## src/rtl/mra_pkg.sv

```systemverilog
package mra_pkg;
	localparam int W = 32;
	localparam logic [W-1:0] MOD_RESET = 32'd1000000007;
	localparam logic [2:0] MODE_ADD = 3'd0;
	localparam logic [2:0] MODE_SUB = 3'd1;
	localparam logic [2:0] MODE_MUL = 3'd2;
	localparam logic [2:0] MODE_DIV = 3'd3;
	localparam logic [2:0] MODE_INV = 3'd4;

	// Shared unit operation codes.
	typedef enum logic [1:0] {
		OP_MULMOD = 2'd0,
		OP_DIVREM = 2'd1
	} op_t;

	typedef struct packed {
		logic   start;
		op_t    op;
		logic [W-1:0] a;
		logic [W-1:0] b;
		logic [W-1:0] m;
	} unit_req_t;

	typedef struct packed {
		logic         done;
		logic [W-1:0] q;
		logic [W-1:0] r;
	} unit_rsp_t;
endpackage

```

## src/rtl/mra_unit.sv

```systemverilog
// Shared bit-serial unit: modular multiply (a*b mod m by double-and-add)
// or division (a / b, remainder), one bit per cycle.
module mra_unit (
	input  logic                clk,
	input  logic                arst_n,
	input  mra_pkg::unit_req_t  req,
	output mra_pkg::unit_rsp_t  rsp
);
	logic               busy_q;
	logic               done_q;
	logic [5:0]         cnt_q;
	mra_pkg::op_t       op_q;
	logic [mra_pkg::W-1:0] a_q, b_q, m_q, acc_q, quo_q;
	logic [mra_pkg::W:0]   dbl, s2, rem2, t;
	logic [mra_pkg::W-1:0] acc1, acc2;

	always_comb begin
		// acc = 2*acc mod m, then conditionally + a mod m.
		dbl = {acc_q, 1'b0};
		acc1 = (dbl >= {1'b0, m_q}) ? mra_pkg::W'(dbl - {1'b0, m_q}) : dbl[mra_pkg::W-1:0];
		s2 = {1'b0, acc1} + {1'b0, a_q};
		acc2 = b_q[mra_pkg::W-1] ? ((s2 >= {1'b0, m_q}) ?
			mra_pkg::W'(s2 - {1'b0, m_q}) : s2[mra_pkg::W-1:0]) : acc1;
		// Restoring division step: shift next dividend bit into remainder.
		rem2 = {acc_q, a_q[mra_pkg::W-1]};
		t = rem2 - {1'b0, b_q};
	end

	always_ff @(posedge clk or negedge arst_n) begin
		if (!arst_n) begin
			busy_q <= 1'b0;
			cnt_q <= '0;
			done_q <= 1'b0;
		end else begin
			done_q <= 1'b0;
			if (req.start) begin
				busy_q <= 1'b1;
				cnt_q <= '0;
				op_q <= req.op;
				a_q <= req.a;
				b_q <= req.b;
				m_q <= req.m;
				acc_q <= '0;
				quo_q <= '0;
			end else if (busy_q) begin
				if (op_q == mra_pkg::OP_MULMOD) begin
					acc_q <= acc2;
					b_q <= {b_q[mra_pkg::W-2:0], 1'b0};
				end else begin
					a_q <= {a_q[mra_pkg::W-2:0], 1'b0};
					if (!t[mra_pkg::W]) begin
						acc_q <= t[mra_pkg::W-1:0];
						quo_q <= {quo_q[mra_pkg::W-2:0], 1'b1};
					end else begin
						acc_q <= rem2[mra_pkg::W-1:0];
						quo_q <= {quo_q[mra_pkg::W-2:0], 1'b0};
					end
				end
				cnt_q <= cnt_q + 6'd1;
				if (cnt_q == 6'(mra_pkg::W - 1)) begin
					busy_q <= 1'b0;
					done_q <= 1'b1;
				end
			end
		end
	end

	// Results are valid together with done and hold until the next start.
	always_comb begin
		rsp.done = done_q;
		rsp.q = (op_q == mra_pkg::OP_MULMOD) ? acc_q : quo_q;
		rsp.r = acc_q;
	end
endmodule

```

## src/rtl/mra_seq.sv

```systemverilog
// Sequencer: reduction, add/sub, Euclid loop and final multiply;
// all but add/sub drive the one shared unit.
module mra_seq (
	input  logic                  clk,
	input  logic                  arst_n,
	input  logic                  go,
	input  logic [2:0]            mode,
	input  logic [mra_pkg::W-1:0] opa,
	input  logic [mra_pkg::W-1:0] opb,
	input  logic [mra_pkg::W-1:0] modv,
	output logic                  busy,
	output logic                  fin,
	output logic [mra_pkg::W-1:0] res,
	output mra_pkg::unit_req_t    req,
	input  mra_pkg::unit_rsp_t    rsp
);
	typedef enum logic [8:0] {
		S_IDLE  = 9'b000000001,
		S_REDA  = 9'b000000010,
		S_REDB  = 9'b000000100,
		S_DISP  = 9'b000001000,
		S_EDIV  = 9'b000010000,
		S_EQM   = 9'b000100000,
		S_EMUL  = 9'b001000000,
		S_FMUL  = 9'b010000000,
		S_DONE  = 9'b100000000
	} state_t;

	state_t state_q;
	logic [2:0] mode_q;
	logic [mra_pkg::W-1:0] m_q, a_q, b_q, x_q, y_q, u_q, v_q, r_q, res_q;
	logic wait_q;
	logic [mra_pkg::W:0] sum;
	logic [mra_pkg::W-1:0] nv;

	assign busy = (state_q != S_IDLE);
	assign res = res_q;
	always_comb begin
		sum = {1'b0, a_q} + {1'b0, b_q};
		nv = (u_q >= rsp.q) ? (u_q - rsp.q) : (u_q + (m_q - rsp.q));
	end

	always_ff @(posedge clk or negedge arst_n) begin
		if (!arst_n) begin
			state_q <= S_IDLE;
			wait_q <= 1'b0;
			fin <= 1'b0;
			req.start <= 1'b0;
		end else begin
			fin <= 1'b0;
			req.start <= 1'b0;
			case (state_q)
				S_IDLE: begin
					if (go) begin
						mode_q <= mode;
						m_q <= modv;
						a_q <= opa;
						b_q <= opb;
						if (modv == '0) begin
							res_q <= '0;
							state_q <= S_DONE;
						end else begin
							req <= '{1'b1, mra_pkg::OP_DIVREM, opa, modv, modv};
							state_q <= S_REDA;
						end
					end
				end
				S_REDA: if (rsp.done) begin
					a_q <= rsp.r;
					req <= '{1'b1, mra_pkg::OP_DIVREM, b_q, m_q, m_q};
					state_q <= S_REDB;
				end
				S_REDB: if (rsp.done) begin
					b_q <= rsp.r;
					state_q <= S_DISP;
				end
				S_DISP: begin
					case (mode_q)
						mra_pkg::MODE_ADD: begin
							res_q <= (sum >= {1'b0, m_q}) ?
								mra_pkg::W'(sum - {1'b0, m_q}) : sum[mra_pkg::W-1:0];
							state_q <= S_DONE;
						end
						mra_pkg::MODE_SUB: begin
							res_q <= (a_q >= b_q) ? (a_q - b_q) : (a_q + (m_q - b_q));
							state_q <= S_DONE;
						end
						mra_pkg::MODE_MUL: begin
							req <= '{1'b1, mra_pkg::OP_MULMOD, a_q, b_q, m_q};
							state_q <= S_FMUL;
						end
						mra_pkg::MODE_DIV, mra_pkg::MODE_INV: begin
							x_q <= (mode_q == mra_pkg::MODE_DIV) ? b_q : a_q;
							y_q <= m_q;
							u_q <= (m_q == mra_pkg::W'(1)) ? '0 : mra_pkg::W'(1);
							v_q <= '0;
							wait_q <= 1'b0;
							state_q <= S_EDIV;
						end
						default: begin
							res_q <= '0;
							state_q <= S_DONE;
						end
					endcase
				end
				S_EDIV: begin
					if (!wait_q) begin
						if (y_q == '0) begin
							if (mode_q == mra_pkg::MODE_DIV) begin
								req <= '{1'b1, mra_pkg::OP_MULMOD, a_q, u_q, m_q};
								state_q <= S_FMUL;
							end else begin
								res_q <= u_q;
								state_q <= S_DONE;
							end
						end else begin
							req <= '{1'b1, mra_pkg::OP_DIVREM, x_q, y_q, m_q};
							wait_q <= 1'b1;
						end
					end else if (rsp.done) begin
						wait_q <= 1'b0;
						r_q <= rsp.r;
						req <= '{1'b1, mra_pkg::OP_DIVREM, rsp.q, m_q, m_q};
						state_q <= S_EQM;
					end
				end
				S_EQM: if (rsp.done) begin
					req <= '{1'b1, mra_pkg::OP_MULMOD, rsp.r, v_q, m_q};
					state_q <= S_EMUL;
				end
				S_EMUL: if (rsp.done) begin
					x_q <= y_q;
					y_q <= r_q;
					u_q <= v_q;
					v_q <= nv;
					state_q <= S_EDIV;
				end
				S_FMUL: if (rsp.done) begin
					res_q <= rsp.q;
					state_q <= S_DONE;
				end
				S_DONE: begin
					fin <= 1'b1;
					state_q <= S_IDLE;
				end
				default: state_q <= S_IDLE;
			endcase
		end
	end
endmodule

```

## src/rtl/modular_ring_alu_top.sv

```systemverilog
// Modular ring ALU: add, subtract, multiply, divide and inverse modulo a
// configured modulus.
// Input channel s_axis_*: one item per command. tdata holds, from the lowest
// bit up, first_operand [31:0] and second_operand [63:32]; tuser holds mode.
// Output channel m_axis_*: tdata holds result [31:0], one item per command.
// The modulus is written through cfg_we/cfg_wdata, by the user only while the
// block is idle (the block itself does not enforce this); it resets to 1000000007.
// Reductions, multiplies and Euclid steps run on one shared bit-serial unit
// that does one bit of a modular multiply or of a division per cycle.
// Unless the modulus is zero (result zero), both operands are first reduced
// on the unit. Add and subtract then finish in the sequencer, multiply with
// one unit multiply. Inverse needs three unit operations per Euclid
// iteration; divide adds one more multiply.
// The block takes one item at a time: s_axis_tready is low from acceptance
// until the result has been taken. A result sits in an output register while
// the receiver stalls. Reset clears the sequencer and the output valid.
module modular_ring_alu_top (
	input  logic        clk,
	input  logic        arst_n,
	input  logic        cfg_we,
	input  logic [31:0] cfg_wdata,
	input  logic        s_axis_tvalid,
	output logic        s_axis_tready,
	input  logic [63:0] s_axis_tdata,  // first_operand, second_operand
	input  logic [2:0]  s_axis_tuser,  // mode
	output logic        m_axis_tvalid,
	input  logic        m_axis_tready,
	output logic [31:0] m_axis_tdata   // result
);
	logic [mra_pkg::W-1:0] mod_q;
	logic busy, fin, out_v_q;
	logic [mra_pkg::W-1:0] res;
	mra_pkg::unit_req_t req;
	mra_pkg::unit_rsp_t rsp;

	always_ff @(posedge clk or negedge arst_n) begin
		if (!arst_n) mod_q <= mra_pkg::MOD_RESET;
		else if (cfg_we) mod_q <= cfg_wdata;
	end

	// Ready only when the sequencer and the output register are both empty.
	// In the cycle the result is handed over the sequencer is already idle,
	// so that cycle is excluded as well.
	assign s_axis_tready = !busy && !out_v_q && !fin;

	mra_seq u_seq (
		.clk, .arst_n,
		.go(s_axis_tvalid && s_axis_tready),
		.mode(s_axis_tuser),
		.opa(s_axis_tdata[31:0]),
		.opb(s_axis_tdata[63:32]),
		.modv(mod_q),
		.busy, .fin, .res, .req, .rsp
	);

	mra_unit u_unit (.clk, .arst_n, .req, .rsp);

	always_ff @(posedge clk or negedge arst_n) begin
		if (!arst_n) out_v_q <= 1'b0;
		else if (fin) out_v_q <= 1'b1;
		else if (m_axis_tready) out_v_q <= 1'b0;
	end
	always_ff @(posedge clk) if (fin) m_axis_tdata <= res;
	assign m_axis_tvalid = out_v_q;
endmodule

```

## config.mk

```make
export PLATFORM = sky130hd
export DESIGN_NAME = modular_ring_alu_top
export DESIGN_NICKNAME = d
export VERILOG_FILES = /design/src/rtl/mra_pkg.sv /design/src/rtl/mra_unit.sv /design/src/rtl/mra_seq.sv /design/src/rtl/modular_ring_alu_top.sv
export SDC_FILE = /design/constraint.sdc
export NUM_CORES = 2
export LEC_CHECK = 0
export ABC_AREA = 0
export ABC_CLOCK_PERIOD_IN_PS = 10400
export BUFFER_PORTS_ARGS = -buffer_cell sky130_fd_sc_hd__buf_2
export CAP_MARGIN = 10
export CORE_ASPECT_RATIO = 1.2
export CORE_MARGIN = 10
export CORE_UTILIZATION = 49
export DETAILED_ROUTE_END_ITERATION = 8
export GPL_TIMING_DRIVEN = 0
export HOLD_SLACK_MARGIN = 0.05
export PLACE_DENSITY_LB_ADDON = 0.2
export SLEW_MARGIN = 5
export SYNTH_ARGS = -nofsm -noshare
export SYNTH_HDL_FRONTEND = slang
export SYNTH_SLANG_ARGS = --single-unit
export TNS_END_PERCENT = 10
```

## constraint.sdc

```tcl
create_clock -name clk -period 10.4 [get_ports clk]
set_clock_uncertainty 0.1 [all_clocks]
set_input_delay 0.52 -clock clk [delete_from_list [all_inputs] [get_ports clk]]
set_output_delay 0.52 -clock clk [all_outputs]
set_load 0.02 [all_outputs]
```

---- Word-level counts from Yosys, hierarchy flattened ----
Cells that the tools add are included.
storage, ports and cells
  flip-flop bits (word level) ............. 636
  latch bits .............................. 0
  memory bits (writable) .................. 0
  ROM bits ................................ 0
  input bits .............................. 104
  output and inout bits ................... 34
  word-level logic and storage cells ...... 200
  memories kept ........................... 0
operators by class
  $add $sub $neg .......................... 13
  $mul .................................... 0
  div/mod/pow operators ................... 0
  $lt $le $gt $ge ......................... 5
  equality and inequality tests ........... 34
  shift-type cells ........................ 0
  mux-type cells .......................... 85
  bitwise operators ....................... 0
  reduce and logical (&&, ||, !) cells .... 33
operators by type and width
  operator               number
  $mux W32               36
  $mux W99               9
  $pmux W99 S5           1
  $pmux W32 S2           6
  $sub A32 B32 Y32       7
  $pmux W32 S4           1
  $ge A33 B32 Y1         3
  $mux W9                11
  $pmux W32 S3           1
  $pmux W9 S8            1
  $add A32 B32 Y33       2
  $add A32 B32 Y32       2
  $ge A32 B32 Y1         2
  $logic_not A32 Y1      2
  $sub A33 B32 Y33       1
  $eq A32 B1 Y1 const B  1
  $ne A2 B1 Y1 const B   10
  $pmux W9 S2            1
  $reduce_and A9 Y1      2
  $reduce_and A4 Y1      4
  $mux W1                15
  $reduce_bool A2 Y1     7
  $mux W6                2
  $ne A2 B2 Y1 const B   5
  30 further kinds       38

---- Logic depth before layout (Yosys ltp) ----
  depth in word-level cells ............... 8
  depth in mapped cells ................... 35
  mapped depth without buffers ............ 31

---- By module ----
A second synthesis with hierarchy kept.
second synthesis, totals
  cells, all modules ...................... 5250
  area, all modules ....................... 48969.5 µm²
by module, submodules not included
  module                times used  cells each  area each (µm²)
  mra_seq               1           3299        30908.4
  mra_unit              1           1846        15687.5
  modular_ring_alu_top  1           105         2373.5

---- Worst setup path after synthesis ----
Ideal clock, no wire load.
  path type ............................... flip-flop to flip-flop
  start ................................... reg u_seq.state_q[8]
  end ..................................... reg, netlist name u_seq.req[0]
  setup time .............................. 672 ps
  arrival time ............................ 8964 ps
  slack ................................... 664 ps
  stages on the path, launching flop included .. 8
  clock period less this slack ............ 9736 ps
  cells stage by stage .................... dfrtp_1 or4_1 nor3_1 nor3b_1 nand2_1 nand2_1 nand2_1 nor3_1
between the ends
  word-level cells in the longest chain between the ends .. 7
ends and longest elaborated chain
  item                              RTL line                    RTL
  start, declared                   mra_seq.sv:29               state_t state_q;
  start signal, assigned            mra_seq.sv:45               state_q <= S_IDLE;
  start signal, assigned            mra_seq.sv:61               state_q <= S_DONE;
  start signal, assigned            mra_seq.sv:64               state_q <= S_REDA;
  $ne A9 B1 Y1                      mra_seq.sv:36               assign busy = (state_q != S_IDLE);
  $logic_not A1 Y1                  modular_ring_alu_top.sv:44  assign s_axis_tready = !busy && !out_v_q && !fin;
  $logic_and A1 B1 Y1 (2 in a row)  modular_ring_alu_top.sv:44
  via s_axis_tready                 modular_ring_alu_top.sv:23  output logic s_axis_tready,
  $logic_and A1 B1 Y1               modular_ring_alu_top.sv:48  .go(s_axis_tvalid && s_axis_tready),
  $ne A2 B1 Y1 (no line)            n/a
  $reduce_and A9 Y1 (no line)       n/a
The timed path passes the listed nets, and every way through them passes these cells.
A chain may end at the register's enable or synchronous reset.

---- Worst setup path in the final report ----
  start ................................... reg u_unit.acc_q[15] (netlist name)
  end ..................................... reg u_unit.acc_q[6] (netlist name), data pin
between the ends
  word-level cells in the longest chain between the ends .. 8
ends and longest elaborated chain
  item                                                RTL line                        RTL
  start, declared                                     mra_unit.sv:13                  logic [mra_pkg::W-1:0] a_q, b_q, m_q, acc_q, quo_q;
  start signal, assigned                              mra_unit.sv:52                  acc_q <= t[mra_pkg::W-1:0];
  start signal, assigned                              mra_unit.sv:55                  acc_q <= rem2[mra_pkg::W-1:0];
  $ge A33 B32 Y1 or $sub A32 B32 Y32 (tied branches)  mra_unit.sv:20                  acc1 = (dbl >= {1'b0, m_q}) ? mra_pkg::W'(dbl - {1'b0, m_q}) : dbl[mra_pkg::W-1:0];
  $mux W32                                            mra_unit.sv:20
  $add A32 B32 Y33                                    mra_unit.sv:21                  s2 = {1'b0, acc1} + {1'b0, a_q};
  $sub A32 B32 Y32 or $ge A33 B32 Y1 (tied branches)  mra_unit.sv:23, mra_unit.sv:22
  $mux W32 (2 in a row)                               mra_unit.sv:22                  acc2 = b_q[mra_pkg::W-1] ? ((s2 >= {1'b0, m_q}) ?
  $mux W32 (*)                                        mra_unit.sv:46                  if (op_q == mra_pkg::OP_MULMOD) begin
  $mux W32 (*)                                        mra_unit.sv:45                  end else if (busy_q) begin
Every way passes the cells marked *; elsewhere a longest branch is shown, timed or not.

==> reports/results.ini <==
[critical_path]
required_ps=10640
crit_type=reg2reg
cp-start-kind=flop
max_stage_delay_ps=850
cp_max_fo=10
crit_arrival_ps=10260
cpMaxStageDelayCell=nor4_4
r2r_setup_slack_ps=380
crit_top_cell=ha_1
cp-end-kind=flop

[synth]
netlist_area_um2=48570
yosysWarnings=0
ys_seq_area_share_pct=38.70
post_synth.cell_area_avg_um2=9.487
synth_ff_type=edfxtp_1
async_flop_share_pct=8.360
synth_area_leaders=edfxtp_1 (36%), ha_1 (8.3%), nand2_1 (4.2%)
synth_edf_count=581
yosysTopAreaCellShare_pct=35.92
synth_nets=5614
ys_ff_latch=634
netlist.top_cell.by_area=edfxtp_1
synth_cell_types=91
syn_inst=5119

[floorplanning]
start_util_pct=49.37
core_um2=98370
rows=126
die_w_um=307.4
chipHeight_um=364.9
io_pins=138
dieArea_um2=112200

[place]
dp_slack_ps=-1084
io_buffers=136
gp_congestion=1.009
hpwl_um=173100

[sta]
timing.final.ws_setup_ps=380.9
timing.final.crit_share_pct=96.34
setup_viol=0
period_minus_slack_ps=10020
hold_viol=0
report.final.slew_viol_count=0
relSlewSlack_pct=7.841
fmax_mhz=99.81
worstMarginPinSlew_ps=1377
rsz0062_at_grt=no

[final_layout]
final_cell_mix=edfxtp_1 (581), nand2_1 (547), inv_1 (431)
finalNetCount=5888
syn_to_final_growth_pct=11.28
regMostFlops=u_seq.req
fillers=9020
drive_gt1_share_pct=10.25
final_common_cell=edfxtp_1
largest_register_ffs=98

[cts]
clk_pin_slew_ps=70
cts_made_buffers=67
clock_sinks=634
clockBufferDepth=3
worstSkewPairLatency_ps=640
cts-root-buf=clkbuf_16
h-tree-depth=3
cts_tree=done

[route]
wl_per_cell_um=31.06
antenna_left=0
avgViaCountPerCell=6.466
routed_wl_um=208900
drtIter0Drc=5746
drt_pre_antenna_iters=9
drc_errors=6
vias=43499

[global_routing]
grt_pass1_wl_um=294800
grt_overflow=0
grt_max_degree=80
grt.total_usage_pct=36.32
antenna_found_initial=7
grt_pass1_vias=43191

[outcome]
violations=DRC
outcome=finished, violations left

[worst_hold_path]
hold_path_class=in2reg

[flow_run]
cap_viol_max_count=0

==> layout make-up <==
type                    count  area, um^2  share of cell area, %
clock inverters            36       457.9                 0.8473
diodes                      2       5.005               0.009260
clock buffers              85        1764                  3.264
well taps                1280        1602                  2.963
multi-input cells        3817       27360                  50.63
repair buffers            205        1503                  2.780
inverters                 431        1618                  2.993
flip-flops and latches    634       18800                  34.78
plain buffers             237       937.1                  1.734
==> critical path, delay by kind of cell (launching register included) <==
| family | cells | cell delay, ps |
|---|---|---|
| buffers and inverters | 6 | 1470 |
| and+or+nand+nor | 10 | 3350 |
| DFF | 1 | 610 |
| xor gates and xnor gates | 1 | 190 |
| AOI/OAI and AO/OA | 12 | 2790 |
| adders and majority gates | 3 | 1180 |
==> layer usage <==
metal  up-vias  part of all wire [%]  global-route usage [%]
met5         -                 0.022                       0
met4         6                   7.6                   24.08
met3       549                   7.7                   4.920
met2      2264                    47                   61.46
met1     21188                    37                   42.94
li1      19492                     -                       -
==> stage by stage <==
stage	hold slack, ps	TNS [ps]	area (um^2)	utilization, %	cells
6_report	83.02	0	54050	54.94	6727
5_1_grt	79.13	0	54040	54.93	6725
4_1_cts	61.30	0	54010	54.90	6723
3_5_place_dp	304.5	-29100	51450	52.30	6573
3_3_place_gp	301.1	-799940	50850	51.69	6535
2_1_floorplan	124.4	0	48570	-	5119
==> cell usage after synthesis, drive strengths merged (83+ instances only) <==
cell and instances:
xor2 111, a222oi 102, o211ai 92, a21o 145, nor2 302, inv 431, a21oi 368, mux2 180
clkbuf 193, edfxtp 581, xnor2 168, o21ai 313, ha 321, nand3 83, nand2 547
==> what timing repair did <==
item                                    4_1_cts  5_1_grt
setup buffers                                 2        2
endpoints found under the hold margin        36        0
pin swaps                                     1        1
endpoints found under the setup margin       32       31
hold buffers                                 27        0
resized for setup                             6        5
==> path summary, 6_finish.rpt <==
path,from,endpoint,cells past startpoint
hold / removal,s_axis_tdata[34],u_seq.b_q[2],2
setup / recovery,u_unit.acc_q[15],u_unit.acc_q[6],32
setup reg to reg,u_unit.acc_q[15],u_unit.acc_q[6],32
max in group asynchronous,arst_n,mod_q[27],3
hold reg to reg,u_seq.res[27],m_axis_tdata[27],0
min in group asynchronous,arst_n,mod_q[6],2
==> kinds of logic (layout without fill, tap and decap cells) <==
group	after synthesis	after routing	share of synthesized area (%)
buffers and inverters	668	994	5.253
AOI/OAI and AO/OA	1510	1510	20.95
and+or+nand+nor	1392	1392	13.40
xor gates and xnor gates	279	279	5.032
DFF	634	634	38.70
adders and majority gates	391	391	11.16
muxes	245	245	5.513
other	0	2	0
Power is not shown: default switching activity piles up to over one toggle a cycle in this logic, so the estimate is an artifact.
